**src/sv/adpcm_sp_pkg.sv**
```systemverilog
// Shared types, codes, constants and tables of the ADPCM sample player.
package adpcm_sp_pkg;

  localparam int ROM_ADDR_BITS = 24;
  localparam logic [23:0] ROM_ADDR_MASK = (ROM_ADDR_BITS >= 24) ? 24'hFF_FFFF :
                                          24'((64'd1 << ROM_ADDR_BITS) - 64'd1);

  localparam int IN_TDATA_W  = 24;
  localparam int IN_TUSER_W  = 2;
  localparam int OUT_TDATA_W = 48;
  localparam int CFG_INDEX_W = 2;
  localparam int CFG_DATA_W  = 24;
  localparam int ROM_SUM_W   = 26;

  localparam logic [1:0] REQ_WRITE = 2'd0;
  localparam logic [1:0] REQ_TICK  = 2'd1;
  localparam logic [1:0] REQ_STOP  = 2'd2;

  localparam logic [2:0] OFF_START_LO  = 3'd0;
  localparam logic [2:0] OFF_START_MID = 3'd1;
  localparam logic [2:0] OFF_START_HI  = 3'd2;
  localparam logic [2:0] OFF_END_LO    = 3'd3;
  localparam logic [2:0] OFF_END_MID   = 3'd4;
  localparam logic [2:0] OFF_END_HI    = 3'd5;
  localparam logic [2:0] OFF_GO        = 3'd6;

  localparam logic [CFG_INDEX_W-1:0] CFG_BANK   = 2'd0;
  localparam logic [CFG_INDEX_W-1:0] CFG_VOLUME = 2'd1;
  localparam logic [CFG_INDEX_W-1:0] CFG_LOOP   = 2'd2;

  localparam logic [6:0]         VOLUME_RESET = 7'd100;
  localparam logic signed [11:0] PRED_INIT    = -12'sd2;
  localparam logic signed [11:0] PRED_MAX     = 12'sd2047;
  localparam logic signed [11:0] PRED_MIN     = -12'sd2048;
  localparam logic [5:0]         STEP_MAX     = 6'd48;

  // floor(2^24 / 25); quotient estimate is at most one low
  localparam logic [19:0] RECIP_25   = 20'd671088;
  localparam int          RECIP_SHIFT = 24;
  localparam logic [15:0] SAMPLE_POS_LIMIT = 16'd32767;
  localparam logic [15:0] SAMPLE_NEG_LIMIT = 16'd32768;

  typedef struct packed {
    logic [1:0] req_type;
    logic [2:0] reg_offset;
    logic [7:0] write_data;
    logic [7:0] rom_byte;
  } item_t;

  typedef struct packed {
    logic [23:0] rom_bank;
    logic [6:0]  volume_percent;
    logic        loop_enable;
  } cfg_t;

  typedef struct packed {
    logic [17:0] mag;
    logic        neg;
    logic        is_playing;
    logic [23:0] rom_address;
  } s1_t;

  typedef struct packed {
    logic [19:0] x;
    logic [15:0] q_est;
    logic        neg;
    logic        is_playing;
    logic [23:0] rom_address;
  } s2_t;

  typedef struct packed {
    logic [15:0] sample_out;
    logic        is_playing;
    logic [23:0] rom_address;
  } out_t;

  function automatic logic [10:0] step_size(input logic [5:0] idx);
    logic [10:0] v;
    case (idx)
      6'd0:  v = 11'd16;   6'd1:  v = 11'd17;   6'd2:  v = 11'd19;   6'd3:  v = 11'd21;
      6'd4:  v = 11'd23;   6'd5:  v = 11'd25;   6'd6:  v = 11'd28;   6'd7:  v = 11'd31;
      6'd8:  v = 11'd34;   6'd9:  v = 11'd37;   6'd10: v = 11'd41;   6'd11: v = 11'd45;
      6'd12: v = 11'd50;   6'd13: v = 11'd55;   6'd14: v = 11'd60;   6'd15: v = 11'd66;
      6'd16: v = 11'd73;   6'd17: v = 11'd80;   6'd18: v = 11'd88;   6'd19: v = 11'd97;
      6'd20: v = 11'd107;  6'd21: v = 11'd118;  6'd22: v = 11'd130;  6'd23: v = 11'd143;
      6'd24: v = 11'd157;  6'd25: v = 11'd173;  6'd26: v = 11'd190;  6'd27: v = 11'd209;
      6'd28: v = 11'd230;  6'd29: v = 11'd253;  6'd30: v = 11'd279;  6'd31: v = 11'd307;
      6'd32: v = 11'd337;  6'd33: v = 11'd371;  6'd34: v = 11'd408;  6'd35: v = 11'd449;
      6'd36: v = 11'd494;  6'd37: v = 11'd544;  6'd38: v = 11'd598;  6'd39: v = 11'd658;
      6'd40: v = 11'd724;  6'd41: v = 11'd796;  6'd42: v = 11'd876;  6'd43: v = 11'd963;
      6'd44: v = 11'd1060; 6'd45: v = 11'd1166; 6'd46: v = 11'd1282; 6'd47: v = 11'd1411;
      6'd48: v = 11'd1552;
      default: v = 11'd0;
    endcase
    return v;
  endfunction

  function automatic logic signed [4:0] index_adjust(input logic [2:0] code);
    logic signed [4:0] v;
    case (code)
      3'd4:    v = 5'sd2;
      3'd5:    v = 5'sd4;
      3'd6:    v = 5'sd6;
      3'd7:    v = 5'sd8;
      default: v = -5'sd1;
    endcase
    return v;
  endfunction

endpackage

```
**src/sv/adpcm_sp_decode.sv**
```systemverilog
// Request decode, playback state and nibble decoder with the gain product stage.
module adpcm_sp_decode (
  input  logic                clk,
  input  logic                rst_n,
  input  logic                en,
  input  adpcm_sp_pkg::item_t item,
  input  adpcm_sp_pkg::cfg_t  cfg,
  output adpcm_sp_pkg::s1_t   s1_r
);

  localparam int ROM_SUM_W_L = adpcm_sp_pkg::ROM_SUM_W;

  logic [19:0]        start_r, start_nxt;
  logic [19:0]        end_r, end_nxt;
  logic               playing_r, playing_nxt;
  logic [19:0]        base_r, base_nxt;
  logic [20:0]        idx_r, idx_nxt;
  logic [21:0]        total_r, total_nxt;
  logic signed [11:0] pred_r, pred_nxt;
  logic [5:0]         step_r, step_nxt;

  logic [3:0]         nib;
  logic [10:0]        sv;
  logic [12:0]        dmag;
  logic signed [13:0] delta;
  logic signed [13:0] pred_sum;
  logic signed [11:0] pred_sat;
  logic signed [4:0]  adj;
  logic signed [7:0]  step_sum;
  logic [5:0]         step_clamp;
  logic [20:0]        idx_inc;
  logic               idx_end;
  logic [20:0]        span;
  logic               emit;
  logic [11:0]        pred_mag;
  logic [18:0]        prod;
  logic [ROM_SUM_W_L-1:0] rom_sum;

  assign nib  = idx_r[0] ? item.rom_byte[3:0] : item.rom_byte[7:4];
  assign sv   = adpcm_sp_pkg::step_size(step_r);
  assign dmag = 13'(sv >> 3) + (nib[2] ? 13'(sv) : 13'd0) +
                (nib[1] ? 13'(sv >> 1) : 13'd0) + (nib[0] ? 13'(sv >> 2) : 13'd0);
  assign delta    = nib[3] ? -$signed({1'b0, dmag}) : $signed({1'b0, dmag});
  assign pred_sum = $signed({{2{pred_r[11]}}, pred_r}) + delta;

  always_comb begin
    if (pred_sum > 14'sd2047) begin
      pred_sat = adpcm_sp_pkg::PRED_MAX;
    end else if (pred_sum < -14'sd2048) begin
      pred_sat = adpcm_sp_pkg::PRED_MIN;
    end else begin
      pred_sat = pred_sum[11:0];
    end
  end

  assign adj      = adpcm_sp_pkg::index_adjust(nib[2:0]);
  assign step_sum = $signed({2'b00, step_r}) + $signed({{3{adj[4]}}, adj});

  always_comb begin
    if (step_sum > 8'sd48) begin
      step_clamp = adpcm_sp_pkg::STEP_MAX;
    end else if (step_sum < 8'sd0) begin
      step_clamp = 6'd0;
    end else begin
      step_clamp = step_sum[5:0];
    end
  end

  assign idx_inc = idx_r + 21'd1;
  assign idx_end = ({1'b0, idx_inc} >= total_r);
  assign span    = 21'(end_r) - 21'(start_r) + 21'd1;

  always_comb begin
    start_nxt   = start_r;
    end_nxt     = end_r;
    playing_nxt = playing_r;
    base_nxt    = base_r;
    idx_nxt     = idx_r;
    total_nxt   = total_r;
    pred_nxt    = pred_r;
    step_nxt    = step_r;
    emit        = 1'b0;
    case (item.req_type)
      adpcm_sp_pkg::REQ_WRITE: begin
        case (item.reg_offset)
          adpcm_sp_pkg::OFF_START_LO:  start_nxt = {start_r[19:8], item.write_data};
          adpcm_sp_pkg::OFF_START_MID: start_nxt = {start_r[19:16], item.write_data,
                                                    start_r[7:0]};
          adpcm_sp_pkg::OFF_START_HI:  start_nxt = {item.write_data[3:0], start_r[15:0]};
          adpcm_sp_pkg::OFF_END_LO:    end_nxt   = {end_r[19:8], item.write_data};
          adpcm_sp_pkg::OFF_END_MID:   end_nxt   = {end_r[19:16], item.write_data,
                                                    end_r[7:0]};
          adpcm_sp_pkg::OFF_END_HI:    end_nxt   = {item.write_data[3:0], end_r[15:0]};
          adpcm_sp_pkg::OFF_GO: begin
            if (start_r < end_r) begin
              if (!playing_r) begin
                playing_nxt = 1'b1;
                base_nxt    = start_r;
                idx_nxt     = 21'd0;
                total_nxt   = {span, 1'b0};
                pred_nxt    = adpcm_sp_pkg::PRED_INIT;
                step_nxt    = 6'd0;
              end
            end else begin
              playing_nxt = 1'b0;
            end
          end
          default: ;
        endcase
      end
      adpcm_sp_pkg::REQ_TICK: begin
        if (playing_r) begin
          emit     = 1'b1;
          pred_nxt = pred_sat;
          step_nxt = step_clamp;
          idx_nxt  = idx_inc;
          if (idx_end) begin
            if (cfg.loop_enable) begin
              idx_nxt  = 21'd0;
              pred_nxt = adpcm_sp_pkg::PRED_INIT;
              step_nxt = 6'd0;
            end else begin
              playing_nxt = 1'b0;
            end
          end
        end
      end
      adpcm_sp_pkg::REQ_STOP: playing_nxt = 1'b0;
      default: ;
    endcase
  end

  assign pred_mag = pred_sat[11] ? 12'(-pred_sat) : 12'(pred_sat);
  assign prod     = 19'(pred_mag) * 19'(cfg.volume_percent);
  assign rom_sum  = ROM_SUM_W_L'(cfg.rom_bank) + ROM_SUM_W_L'(base_nxt) +
                    ROM_SUM_W_L'(idx_nxt[20:1]);

  always_ff @(posedge clk) begin
    if (!rst_n) begin
      start_r   <= 20'd0;
      end_r     <= 20'd0;
      playing_r <= 1'b0;
      base_r    <= 20'd0;
      idx_r     <= 21'd0;
      total_r   <= 22'd0;
      pred_r    <= adpcm_sp_pkg::PRED_INIT;
      step_r    <= 6'd0;
    end else if (en) begin
      start_r   <= start_nxt;
      end_r     <= end_nxt;
      playing_r <= playing_nxt;
      base_r    <= base_nxt;
      idx_r     <= idx_nxt;
      total_r   <= total_nxt;
      pred_r    <= pred_nxt;
      step_r    <= step_nxt;
    end
  end

  always_ff @(posedge clk) begin
    if (en) begin
      s1_r.mag         <= emit ? prod[17:0] : 18'd0;
      s1_r.neg         <= emit & pred_sat[11];
      s1_r.is_playing  <= playing_nxt;
      s1_r.rom_address <= rom_sum[23:0] & adpcm_sp_pkg::ROM_ADDR_MASK;
    end
  end

endmodule

```
**src/sv/adpcm_sp_scale.sv**
```systemverilog
// Divide-by-25 reciprocal stage, quotient correction and output saturation register.
module adpcm_sp_scale (
  input  logic              clk,
  input  logic              en_recip,
  input  logic              en_out,
  input  adpcm_sp_pkg::s1_t s1,
  output adpcm_sp_pkg::out_t out_r
);

  adpcm_sp_pkg::s2_t s2_r;

  logic [19:0] x;
  logic [39:0] recip_prod;
  logic [20:0] q25;
  logic [20:0] rem;
  logic [15:0] q;
  logic [15:0] sample;

  // magnitude * 16 / 100 == (magnitude * 4) / 25
  assign x          = {s1.mag, 2'b00};
  assign recip_prod = 40'(x) * 40'(adpcm_sp_pkg::RECIP_25);

  always_ff @(posedge clk) begin
    if (en_recip) begin
      s2_r.x           <= x;
      s2_r.q_est       <= recip_prod[adpcm_sp_pkg::RECIP_SHIFT +: 16];
      s2_r.neg         <= s1.neg;
      s2_r.is_playing  <= s1.is_playing;
      s2_r.rom_address <= s1.rom_address;
    end
  end

  assign q25 = (21'(s2_r.q_est) << 4) + (21'(s2_r.q_est) << 3) + 21'(s2_r.q_est);
  assign rem = 21'(s2_r.x) - q25;
  assign q   = (rem >= 21'd25) ? s2_r.q_est + 16'd1 : s2_r.q_est;

  always_comb begin
    if (s2_r.neg) begin
      sample = (q > adpcm_sp_pkg::SAMPLE_NEG_LIMIT) ? adpcm_sp_pkg::SAMPLE_NEG_LIMIT : -q;
    end else begin
      sample = (q > adpcm_sp_pkg::SAMPLE_POS_LIMIT) ? adpcm_sp_pkg::SAMPLE_POS_LIMIT : q;
    end
  end

  always_ff @(posedge clk) begin
    if (en_out) begin
      out_r.sample_out  <= sample;
      out_r.is_playing  <= s2_r.is_playing;
      out_r.rom_address <= s2_r.rom_address;
    end
  end

endmodule

```
**src/sv/adpcm_sample_player_top.sv**
```systemverilog
// Top level of the single-channel 4-bit ADPCM sample player.
//
// Input channel (in_*): one request per transfer: a register write, a sample
// tick carrying the ROM byte fetched at the last reported rom_address, or a
// stop. Result channel (out_*): exactly one result per request, in order,
// with the decoded sample (zero unless a tick while playing), the playing
// flag and the ROM address needed by the next tick.
// Configuration port (cfg_*): bank offset, volume and loop enable, written
// while no request is in flight.
// The result passes through the input register, decode/gain stage,
// reciprocal stage and output register. Throughput: one request per cycle
// while the receiver accepts results; the playback state loop closes within
// the decode stage.
// Reset clears the playback state, sets volume to 100 and empties the
// pipeline. When the receiver stalls, the output register holds its result
// and the earlier stages keep filling until each holds an item, then
// in_tready drops.
module adpcm_sample_player_top (
  input  logic                                  clk,
  input  logic                                  rst_n,
  input  logic                                  in_tvalid,
  output logic                                  in_tready,
  input  logic [adpcm_sp_pkg::IN_TUSER_W-1:0]   in_tuser,   // req_type
  input  logic [adpcm_sp_pkg::IN_TDATA_W-1:0]   in_tdata,   // reg_offset, write_data, rom_byte
  output logic                                  out_tvalid,
  input  logic                                  out_tready,
  output logic [adpcm_sp_pkg::OUT_TDATA_W-1:0]  out_tdata,  // sample_out, is_playing, rom_address
  input  logic                                  cfg_we,
  input  logic [adpcm_sp_pkg::CFG_INDEX_W-1:0]  cfg_index,
  input  logic [adpcm_sp_pkg::CFG_DATA_W-1:0]   cfg_wdata
);

  adpcm_sp_pkg::cfg_t  cfg_r;
  adpcm_sp_pkg::item_t item_r;
  adpcm_sp_pkg::s1_t   s1;
  adpcm_sp_pkg::out_t  out_res;

  logic v0_r, v1_r, v2_r, v3_r;
  logic rdy1, rdy2, rdy3;

  assign rdy3      = !v3_r || out_tready;
  assign rdy2      = !v2_r || rdy3;
  assign rdy1      = !v1_r || rdy2;
  assign in_tready = !v0_r || rdy1;

  always_ff @(posedge clk) begin
    if (!rst_n) begin
      cfg_r.rom_bank       <= 24'd0;
      cfg_r.volume_percent <= adpcm_sp_pkg::VOLUME_RESET;
      cfg_r.loop_enable    <= 1'b0;
    end else if (cfg_we) begin
      case (cfg_index)
        adpcm_sp_pkg::CFG_BANK:   cfg_r.rom_bank       <= cfg_wdata[23:0];
        adpcm_sp_pkg::CFG_VOLUME: cfg_r.volume_percent <= cfg_wdata[6:0];
        adpcm_sp_pkg::CFG_LOOP:   cfg_r.loop_enable    <= cfg_wdata[0];
        default: ;
      endcase
    end
  end

  always_ff @(posedge clk) begin
    if (!rst_n) begin
      v0_r <= 1'b0;
      v1_r <= 1'b0;
      v2_r <= 1'b0;
      v3_r <= 1'b0;
    end else begin
      if (in_tready) v0_r <= in_tvalid;
      if (rdy1)      v1_r <= v0_r;
      if (rdy2)      v2_r <= v1_r;
      if (rdy3)      v3_r <= v2_r;
    end
  end

  always_ff @(posedge clk) begin
    if (in_tvalid && in_tready) begin
      item_r.req_type   <= in_tuser;
      item_r.reg_offset <= in_tdata[2:0];
      item_r.write_data <= in_tdata[10:3];
      item_r.rom_byte   <= in_tdata[18:11];
    end
  end

  adpcm_sp_decode u_decode (
    .clk   (clk),
    .rst_n (rst_n),
    .en    (v0_r && rdy1),
    .item  (item_r),
    .cfg   (cfg_r),
    .s1_r  (s1)
  );

  adpcm_sp_scale u_scale (
    .clk      (clk),
    .en_recip (v1_r && rdy2),
    .en_out   (v2_r && rdy3),
    .s1       (s1),
    .out_r    (out_res)
  );

  assign out_tvalid = v3_r;
  assign out_tdata  = {7'd0, out_res.rom_address, out_res.is_playing, out_res.sample_out};

endmodule

```
**config.mk**
```make
export PLATFORM = sky130hd
export DESIGN_NAME = adpcm_sample_player_top
export DESIGN_NICKNAME = d
export VERILOG_FILES = /design/src/sv/adpcm_sp_pkg.sv /design/src/sv/adpcm_sp_decode.sv /design/src/sv/adpcm_sp_scale.sv /design/src/sv/adpcm_sample_player_top.sv
export SDC_FILE = /design/constraint.sdc
export NUM_CORES = 2
export LEC_CHECK = 0
export BUFFER_PORTS_ARGS = -buffer_cell sky130_fd_sc_hd__buf_2
export CAP_MARGIN = 10
export CORE_MARGIN = 2
export CORE_UTILIZATION = 55
export CTS_BUF_LIST = sky130_fd_sc_hd__clkbuf_2
export CTS_CLUSTER_SIZE = 14
export DETAILED_ROUTE_END_ITERATION = 8
export PLACE_DENSITY = 0.68
export SYNTH_ARGS = -nofsm -noshare
export SYNTH_HDL_FRONTEND = slang
export SYNTH_SLANG_ARGS = --single-unit
```
**constraint.sdc**
```tcl
create_clock -name clk -period 15.55 [get_ports clk]
set_clock_uncertainty 0.15 [all_clocks]
set_input_delay 2.3325 -clock clk [delete_from_list [all_inputs] [get_ports clk]]
set_output_delay 2.3325 -clock clk [all_outputs]
set_load 0.05 [all_outputs]
```
==> run metrics <==
Setup TNS 0 ns; die area 56000 sq um; WS Path Type reg -> reg; drt via density 5.65; Synth top area share 16.7%; main area contributors after synthesis edfxtp_1, fa_1, ha_1; Area Growth Syn to Fin 6.48%; total clock sinks 334; antenna viol nets, final 0; Arr. time, crit path 14.54 ns; htree depth 3; largest net degree at the start of global routing 94; share of layout cells above drive strength 1 8.84%; first-pass GRT wire length 117000 um; IO Pins 107; Leak 14.1 nW; Final Max Slew Viols 0; final global-route overflow total 0; Yosys reg bits 334; core area 53700 sq um; final setup vio count 0; Post-Syn Area 29800 sq um; total number of vias 23000; Post-CTS Setup Repair Bufs 0; unrepaired setup endpoints after global routing no; clock-pin slew on the worst setup and hold paths 0.13 ns; count leader, synth inv_1; GPL Wtd Cong 0.912; fin worst setup slack 1.62 ns; Die W 237 um; Final min period 13.93 ns; worst hold path type reg -> reg; max_slew headroom 23.3%; max cap viols 0; die height 237 um; Slowest-stage cell, CP mux2i_1; mean post-synth cell area 9.26 sq um; TritonCTS Buffers 88; Worst Path Max Fanout 28; post-CTS sizing 0; clk root buf clkbuf_2; CTS tree done; Residual DRC 0; number of distinct library cells after synthesis 87; CP Launch Type flip-flop; Syn Inst Count 3213; period utilization 89.6%; DP HPWL 55800 um; row count 85; Final Hold Vio Count 0; Final nets 3972; Top cell by count, worst path fa_1; # hold bufs at CTS 0; Tightest Pin Transition 1.12 ns; Synth Flop Type dfxtp_1; drt wl/cell 17.5 um; DRT Wirelength 71200 um; Pwr per Cell Area 146 nW/um^2; Max rail drop VDD 0.136 mV; # port buffers 94; Yosys top cell by area edfxtp_1; Seq/Total Area, Yosys 28.0%; Initial Util 55.4%; crit-path max cell delay 0.97 ns; antenna violations before repair 3; later-pin clock latency in the skew report 1.13 ns; Worst Path Required 16.16 ns; Post-synth EDFFs 166; FMAX 0.0718 GHz; Setup Slack @ Placement 1.53 ns; DRT iter0 DRCs 1430; status complete, no violations; total track usage 25.9%; Post-synth ARST share 0%; Commonest cells post-synth inv_1, ha_1, nor2_1, nand2_1, fa_1; vias in the first global route 23300; Clock Path Buffers 3; synth warn 0; Critical Path Sink Type flip-flop; TritonRoute pass-1 iters 8
## registers in the layout, summed over array words and instances (netlist names), 6 cells and up
register / flops
u_decode.pred_r: 12
u_decode.base_r: 20
u_decode.step_r: 6
u_decode.sv: 11
item_r: 21
u_decode.total_r: 21
u_decode.s1_r: 44
u_decode.end_r: 20
u_scale.out_r: 41
u_scale.s2_r: 60
u_decode.start_r: 20
u_decode.idx_r: 21
cfg_r: 32
## per-stage QoR
step	instances	power, mW	utilization [%]	hold WS, ns	cell area, sq um
after global placement	3921	3.89	57.5	0.251	30900
after CTS	4076	4.66	59.0	0.205	31700
after global routing	4079	5.11	59.0	0.205	31700
final	4079	4.62	59.0	0.213	31700
after detailed placement	3921	3.99	57.5	0.255	30900
after floorplan	3219	3.36	-	0.250	29800
## cell type report
type,instances,area [sq um]
repair buffers,112,606
inverters,398,1500
fillers,4707,22000
diodes,2,5.00
well taps,696,871
flip-flops and latches,334,8350
clock buffers,129,646
multi-input cells,2382,19600
clock inverters,26,173
## cell usage in the layout, fill, tap and decap left out, types with 9 or more instances in the layout
cell type,n
nand3_1,75
dfxtp_1,168
xnor2_1,98
and2_1,64
fa_1,232
nand3b_1,10
o21ai_0,108
a21boi_0,10
buf_2,94
or2_2,15
and3_1,25
inv_1,395
a31oi_1,16
nand2b_1,22
edfxtp_1,166
clkinv_1,19
clkbuf_2,129
nor2b_1,40
o21ai_1,9
xor2_1,42
nor4_1,14
o31ai_1,9
mux2i_1,39
a21oi_1,226
nor3_1,62
a21o_1,38
a22oi_1,45
o22ai_1,14
a211oi_1,19
o21a_1,30
or3_1,16
ha_1,367
nand4_1,13
o211ai_1,13
nand2_1,239
nor2_1,321
buf_4,18
o21bai_1,14
## worst paths after layout
check                          from           endpoint  depth (start not counted)  slack (ns)
setup reg to reg  u_decode.idx_r[0]  u_decode.s1_r[43]                         48        1.62
hold reg to reg    u_scale.s2_r[24]  u_scale.out_r[24]                          0        0.21
hold / removal     u_scale.s2_r[24]  u_scale.out_r[24]                          0        0.21
setup / recovery  u_decode.idx_r[0]  u_decode.s1_r[43]                         48        1.62
## critical path, delay by kind of cell, from the launching register on
family	cells	cell delay, ns
AOI/OAI and AO/OA	19	4.30
xor gates and xnor gates	6	1.17
adders and majority gates	11	4.55
buffers and inverters	6	0.72
DFF	1	0.62
muxes	1	0.97
and+or+nand+nor	5	1.10
## power by group
group	switching [mW]	leakage (nW)	internal (mW)
Clock	0.385	0.616	0.257
Sequential	0.0532	2.90	0.994
Combinational	1.68	10.6	1.25
Total	2.12	14.1	2.50
## logic make-up (layout without fill, tap and decap cells)
| kind of cell | count (synthesis) | in the layout | synth area share, % |
|---|---|---|---|
| mux | 46 | 46 | 1.58 |
| other cells | 1 | 9 | 0.0126 |
| xor+xnor | 141 | 141 | 4.15 |
| fa+ha+maj | 599 | 599 | 31.0 |
| compound gates | 646 | 646 | 13.9 |
| buf+inv | 503 | 665 | 6.48 |
| flops | 334 | 334 | 28.0 |
| simple gates | 943 | 943 | 14.8 |
## per-layer routing
| metal | share of wire (%) | global-route usage [%] |
|---|---|---|
| met3 | 3.9 | 3.78 |
| met2 | 49 | 45.2 |
| met4 | 3.8 | 10.4 |
| met5 | 0 | 0 |
| met1 | 43 | 32.2 |
Power figures use the tool's default switching activity.
